$ cat src/rtl/core/ost_pkg.sv
`timescale 1ns / 1ps
// ----------------------------------------------------------------------------
// ost_pkg
// Shared types and constants for the order state table: entry layouts,
// operation and status codes, and the result record.
// ----------------------------------------------------------------------------
package ost_pkg;

  // Size of the order table. Index 0 is never handed out, and indices stop
  // at 255 because the order index field is eight bits wide.
  localparam int TABLE_ENTRIES = 256;
  localparam int ID_LIMIT      = (TABLE_ENTRIES < 256) ? TABLE_ENTRIES : 256;
  localparam int IDX_W         = (ID_LIMIT > 1) ? $clog2(ID_LIMIT) : 1;
  localparam int NEXT_W        = IDX_W + 1;
  localparam int ID_W          = 8;
  localparam int QTY_W         = 31;
  localparam int PRICE_W       = 32;
  localparam int SYM_W         = 16;
  localparam int KIND_W        = 2;

  typedef enum logic [1:0] {
    OP_SUBMIT = 2'd0,
    OP_CANCEL = 2'd1,
    OP_EXEC   = 2'd2,
    OP_QUERY  = 2'd3
  } op_t;

  typedef enum logic [1:0] {
    ST_PENDING   = 2'd0,
    ST_PARTIAL   = 2'd1,
    ST_FILLED    = 2'd2,
    ST_CANCELLED = 2'd3
  } status_t;

  // Fields that are fixed once an order is submitted.
  typedef struct packed {
    logic [KIND_W-1:0] kind;
    logic [QTY_W-1:0]  qty;
    logic              side;
    logic [SYM_W-1:0]  sym;
  } static_t;

  // Fields that change as the order is worked.
  typedef struct packed {
    status_t          status;
    logic [QTY_W-1:0] filled;
  } progress_t;

  // Write request into the entry memories.
  typedef struct packed {
    logic             wr_entry;
    logic             wr_progress;
    logic [IDX_W-1:0] addr;
    static_t          stat;
    logic [PRICE_W-1:0] price;
    progress_t        prog;
  } entry_wr_t;

  typedef struct packed {
    logic               ok;
    logic [ID_W-1:0]    result_id;
    logic [1:0]         status;
    logic [QTY_W-1:0]   filled;
    logic [QTY_W-1:0]   qty;
    logic [PRICE_W-1:0] price;
    logic [SYM_W-1:0]   sym;
    logic               side;
    logic [KIND_W-1:0]  kind;
    logic               status_report;
    logic               execution_report;
  } result_t;

endpackage

$ cat src/rtl/core/ost_exec.sv
`timescale 1ns / 1ps
// ----------------------------------------------------------------------------
// ost_exec
// Update logic: decides the outcome of one operation from the entry read
// back, forms the write-back and the result record.
// ----------------------------------------------------------------------------
module ost_exec (
  input  logic                          fire,
  input  ost_pkg::op_t                  op,
  input  logic [ost_pkg::ID_W-1:0]      order_id,
  input  logic                          found,
  input  logic                          full,
  input  logic [ost_pkg::IDX_W-1:0]     new_index,
  input  logic [ost_pkg::SYM_W-1:0]     symbol_code,
  input  logic                          is_buy,
  input  logic [ost_pkg::PRICE_W-1:0]   price,
  input  logic [ost_pkg::QTY_W-1:0]     quantity,
  input  logic [ost_pkg::KIND_W-1:0]    order_kind,
  input  logic [ost_pkg::QTY_W-1:0]     fill_quantity,
  input  ost_pkg::static_t              rd_static,
  input  logic [ost_pkg::PRICE_W-1:0]   rd_price,
  input  ost_pkg::progress_t            rd_progress,
  output ost_pkg::entry_wr_t            wr,
  output ost_pkg::result_t              res
);
  import ost_pkg::*;

  logic [QTY_W:0]   fill_sum;
  logic [QTY_W-1:0] fill_new;
  status_t          exec_status;
  static_t          new_static;
  progress_t        shown_prog;

  always_comb begin
    fill_sum = {1'b0, rd_progress.filled} + {1'b0, fill_quantity};
    fill_new = fill_sum[QTY_W] ? {QTY_W{1'b1}} : fill_sum[QTY_W-1:0];
    // A fill that leaves the total at zero keeps the old status, unless the order quantity is also zero.
    if (fill_new >= rd_static.qty) begin
      exec_status = ST_FILLED;
    end else if (fill_new != '0) begin
      exec_status = ST_PARTIAL;
    end else begin
      exec_status = rd_progress.status;
    end
  end

  always_comb begin
    new_static.kind = order_kind;
    new_static.qty  = quantity;
    new_static.side = is_buy;
    new_static.sym  = symbol_code;

    wr          = '0;
    wr.addr     = order_id[IDX_W-1:0];
    wr.stat     = new_static;
    wr.price    = price;
    wr.prog     = rd_progress;
    res         = '0;
    shown_prog  = rd_progress;

    case (op)
      OP_SUBMIT: begin
        if (!full) begin
          wr.wr_entry          = fire;
          wr.addr              = new_index;
          wr.prog.status       = ST_PENDING;
          wr.prog.filled       = '0;
          res.ok               = 1'b1;
          res.result_id        = ID_W'(new_index);
          res.status           = ST_PENDING;
          res.qty              = quantity;
          res.price            = price;
          res.sym              = symbol_code;
          res.side             = is_buy;
          res.kind             = order_kind;
          res.status_report    = 1'b1;
        end
      end
      default: begin
        res.result_id = order_id;
        if (found) begin
          case (op)
            OP_CANCEL: begin
              if (rd_progress.status != ST_FILLED &&
                  rd_progress.status != ST_CANCELLED) begin
                wr.wr_progress     = fire;
                wr.prog.status     = ST_CANCELLED;
                shown_prog.status  = ST_CANCELLED;
                res.ok             = 1'b1;
                res.status_report  = 1'b1;
              end
            end
            OP_EXEC: begin
              wr.wr_progress       = fire;
              wr.prog.status       = exec_status;
              wr.prog.filled       = fill_new;
              shown_prog.status    = exec_status;
              shown_prog.filled    = fill_new;
              res.ok               = 1'b1;
              res.status_report    = 1'b1;
              res.execution_report = 1'b1;
            end
            default: begin
              res.ok = 1'b1;
            end
          endcase
          res.status = shown_prog.status;
          res.filled = shown_prog.filled;
          res.qty    = rd_static.qty;
          res.price  = rd_price;
          res.sym    = rd_static.sym;
          res.side   = rd_static.side;
          res.kind   = rd_static.kind;
        end
      end
    endcase
  end

endmodule
$ cat config.mk
export PLATFORM = sky130hd
export DESIGN_NAME = ost_exec
export DESIGN_NICKNAME = d
export VERILOG_FILES = /design/src/rtl/core/ost_pkg.sv /design/src/rtl/core/ost_exec.sv
export SDC_FILE = /design/constraint.sdc
export NUM_CORES = 1
export LEC_CHECK = 0
export BUFFER_PORTS_ARGS = -buffer_cell sky130_fd_sc_hd__buf_2
export CAP_MARGIN = 20
export CELL_PAD_IN_SITES_DETAIL_PLACEMENT = 0
export CELL_PAD_IN_SITES_GLOBAL_PLACEMENT = 2
export CORE_AREA = 2 2 193 195
export DETAILED_ROUTE_END_ITERATION = 6
export DIE_AREA = 0 0 195 197
export PLACE_DENSITY = 0.74
export SLEW_MARGIN = 20
export SYNTH_ARGS = -nofsm -noshare
export SYNTH_HDL_FRONTEND = slang
export SYNTH_SLANG_ARGS = --single-unit
$ cat constraint.sdc
create_clock -name vclk -period 5.6
set_clock_uncertainty 0.1 [all_clocks]
set_input_delay 0.56 -clock vclk [all_inputs]
set_output_delay 0.56 -clock vclk [all_outputs]
set_load 0.02 [all_outputs]
Yosys cells after proc, flatten, opt, wreduce, memory -nomap -nowiden
Cells that the tools add are included.

Flip-flop bits (word level): 0. Latch bits: 0. Memory bits (writable): 0. Bits in read-only memories: 0. Bits of input ports: 249. Output and inout bits: 251. Word-level logic and storage cells: 38. Memories: 0.

$add $sub $neg: 1. $mul: 0. Divide/modulo/power cells: 0. Magnitude comparators: 1. Eq/ne operators: 4. Shift-type cells: 0. Multiplexer cells: 29. Bitwise logic cells: 0. Reductions and logical operators: 3.

Operator list (number): $mux W83 (2); $mux W117 (1); $mux W33 (3); $mux W31 (3); $add A31 B31 Y32 (1); $ge A31 B31 Y1 (1); $reduce_bool A31 Y1 (1); $mux W11 (2); $mux W8 (2); $mux W1 (10); $mux W2 (3); $ne A2 B2 Y1 const B (2); $pmux W1 S2 (2); $pmux W2 S2 (1); $eq A2 B1 Y1 const B (1); $eq A2 B2 Y1 const B (1); $logic_not A2 Y1 (1); $logic_and A1 B1 Y1 (1).

Logic depth before layout (Yosys ltp)
Depth in word-level cells: 8. Depth in mapped cells: 22. Gate-level depth less buffers: 22.

Worst setup path before layout
Ideal clock, no wire load.

Path type: input-to-output. Start: input port fill_quantity[16] (netlist bit). End: output port wr[31] (netlist bit). Arrival time: 4867 ps. Data required time: 4940 ps. Setup slack: 73 ps. Stages: 21. Cell sequence: ha_1 -> clkbuf_1 -> a21oi_1 -> o21ai_1 -> a2111oi_0 -> nor3_1 -> nor3_2 -> clkbuf_1 -> clkbuf_1 -> clkbuf_1 -> nand2_1 -> ha_1 -> a21o_1 -> nand2_1 -> o21ai_0 -> nor3_1 -> nor3_1 -> o31ai_1 -> a32oi_1 -> a21boi_0 -> nor3_1.

RTL lines: start, declared (line ost_exec.sv:19) `input logic [ost_pkg::QTY_W-1:0] fill_quantity,`; end, declared (line ost_exec.sv:23) `output ost_pkg::entry_wr_t wr,`.

==> results.cfg <==
[worst_setup_path]
slowest_stage = a2111oi_2
path_buf_inv = 4
worst_setup_path_end_kind = primary output
start_kind = primary input
worstPathRequired_ns = 4.94
crit_family = compound AO/OA/AOI/OAI gates
worstPathMaxFanout = 5
crit_type = in2out
max_stage_delay_ns = 0.45
arrival_ns = 4.62
crit_chain = buf_2 -> ha_1 -> a21oi_2 -> o21ai_1 -> a2111oi_2 -> nor3_2 -> or3_4 -> nor2_2 -> inv_1 -> ha_1 -> a21o_1 -> a21o_1 -> a21oi_1 -> o21ai_1 -> a31oi_1 -> nor4_2 -> o31ai_1 -> buf_4 -> a32oi_1 -> a21boi_1 -> nor3_1 -> buf_4
critical_path_cell_count = 22

[pwr]
design_power_total_w = 0.00114
clock_power_share = 0
p_sw_w = 0.000714
p_per_area_nw_per_um2 = 139
vdd.ir_drop.worst_mv = 0.0415
p_int_w = 0.000426
leakage_nw = 4.57
switching_share = 0.626
combPwrFrac = 1.000
seqPwrFrac = 0

[floorplanning]
die_h_um = 197
fp.dieW_um = 195
coreArea_um2 = 36300
io-pin-count = 500
start_util = 0.149
row_count = 70
dieArea_um2 = 38400

[cells_and_area]
final_area_um2 = 8180
seq_area_um2 = 0
drive_above_1_share = 0.467
syn_to_final_growth_pct = 51.3
post-route-util = 0.226
layout.nets = 1562
seq_cell_count = 0
finalNonFillerCells = 1717
final.fill_count = 4248
clkbuf_count = 0

[route]
drc_errors = 0
ant_nets = 0
routed_wl_um = 39400
drt_first_pass_iters = 7
vias = 7903
vias_per_cell = 4.60
post_drt_wl_per_cell_um = 23.0
drt-initial-drc-count = 343

[place]
io_buffer_count = 500
gp_congestion = 0.900
placed_area_um2 = 8000
dp_hpwl_um = 35200
dp.cells = 1710

[global_routing]
overflow = 0
grt_usage = 0.191
grt_pass1_vias = 7846
grt_first_pass_wirelength_um = 54300
grt_max_degree = 99
antenna_found_initial = 21

[min_path]
hp-class = in2out
hold_path_startpoint = quantity[24]
whs_path_depth = 2
whs_endpoint = wr[106]

[clock_network]
cts_hold_buffers = 0

[synthesis]
netlist_area_um2 = 5400
seq_area_frac_synth = 0
synth_cells = 838
synth_common_cells = nand2_1, buf_4, nor2_1, o21ai_0, ha_1
synth.most_common_cell = nand2_1
synth_nets = 1153
yosysUniqueCellTypes = 59
synthTopCellsByArea = ha_1, buf_4, a22o_1, a21o_1, o21ai_0
synth_top_area_frac = 0.150
ys.warnings.count = 0
syn_area_per_cell_um2 = 6.45
synth_top_area_cell = ha_1

[sta]
hold_viol_final = 0
period_share = 0.943
slew_headroom = 0.420
fmax_mhz = 189
worstMarginPinSlew_ns = 0.870
drv_slew = 0
setup_viol = 0
min_period_ns = 5.28
whs_ns = 1.26

[status]
status = completed

[job]
maxCapViolations = 0
[stage by stage]
stage / setup slack [ns] / setup TNS [ns]
4_1_cts: 0.0114 / 0
5_1_grt: -0.00865 / -0.0160
3_3_place_gp: -0.188 / -0.416
6_report: 0.322 / 0
3_5_place_dp: -0.165 / -0.305
2_1_floorplan: 0.0729 / 0
[cell type report]
type	instances	area [um^2]	area share
diodes	4	10.0	0.00122
inverters	60	225	0.0275
multi-input cells	645	4510	0.551
well taps	468	586	0.0716
repair buffers	540	2850	0.348
[power groups by stage]
stage	registers (W)	clock network [W]	logic [W]
after floorplan	0	0	0.000681
after CTS	0	0	0.00113
after global routing	0	0.0000000000241	0.00124
final	0	0.0000000000961	0.00114
after detailed placement	0	0	0.00111
after global placement	0	0	0.00112
[cells by family after synthesis]
| group | count (synthesis) | share of synthesized area |
|---|---|---|
| AO/OA/AOI/OAI | 312 | 0.401 |
| AND/OR/NAND/NOR | 237 | 0.201 |
| XOR/XNOR | 26 | 0.0421 |
| multiplexers | 4 | 0.00741 |
| buffers and inverters | 193 | 0.194 |
| adder cells (fa/ha/maj) | 66 | 0.154 |
[how the worst max path moves through the flow]
stage,from,endpoint
2_1_floorplan,fill_quantity[16],wr[31]
3_3_place_gp,rd_progress[1],wr[31]
3_5_place_dp,rd_progress[16],wr[31]
4_1_cts,rd_progress[16],wr[31]
5_1_grt,rd_progress[16],wr[32]
6_report,rd_progress[16],wr[31]
[what timing repair did]
| action | in CTS | in global routing |
|---|---|---|
| buffers inserted | 2 | 1 |
| pin swaps | 1 | 7 |
| gates resized for setup | 5 | 33 |
| setup endpoints to repair | 3 | 4 |
[placed cells by master (no fill, tap or decap), types with 4 or more instances in the layout]
cell type and instances:
a31oi_1 5, buf_4 37, o21a_1 11, xnor2_1 15
nand2_1 91, a21oi_2 7, nor3_1 10, a22o_1 53
xor2_1 11, a311oi_1 19, nor4_1 4, diode_2 4
nor2_1 69, and3_1 6, inv_1 60, nor3b_1 4
buf_2 499, nor2_2 4, mux2i_1 4, o21ai_0 68
o211ai_1 5, a21oi_1 39, nand2b_1 4, ha_1 62
o21ai_1 7, a211oi_1 13, nand4_1 17, a21o_1 51
[routing by layer]
layer  vias to the layer above  share of wire  track usage
met5                         -         0.0047            0
met4                        28          0.037       0.0633
met3                        68          0.068       0.0460
met2                       299           0.49        0.338
met1                      3729           0.40        0.225
li1                       3779              -            -
No activity file was read; power rests on OpenSTA's default activity.
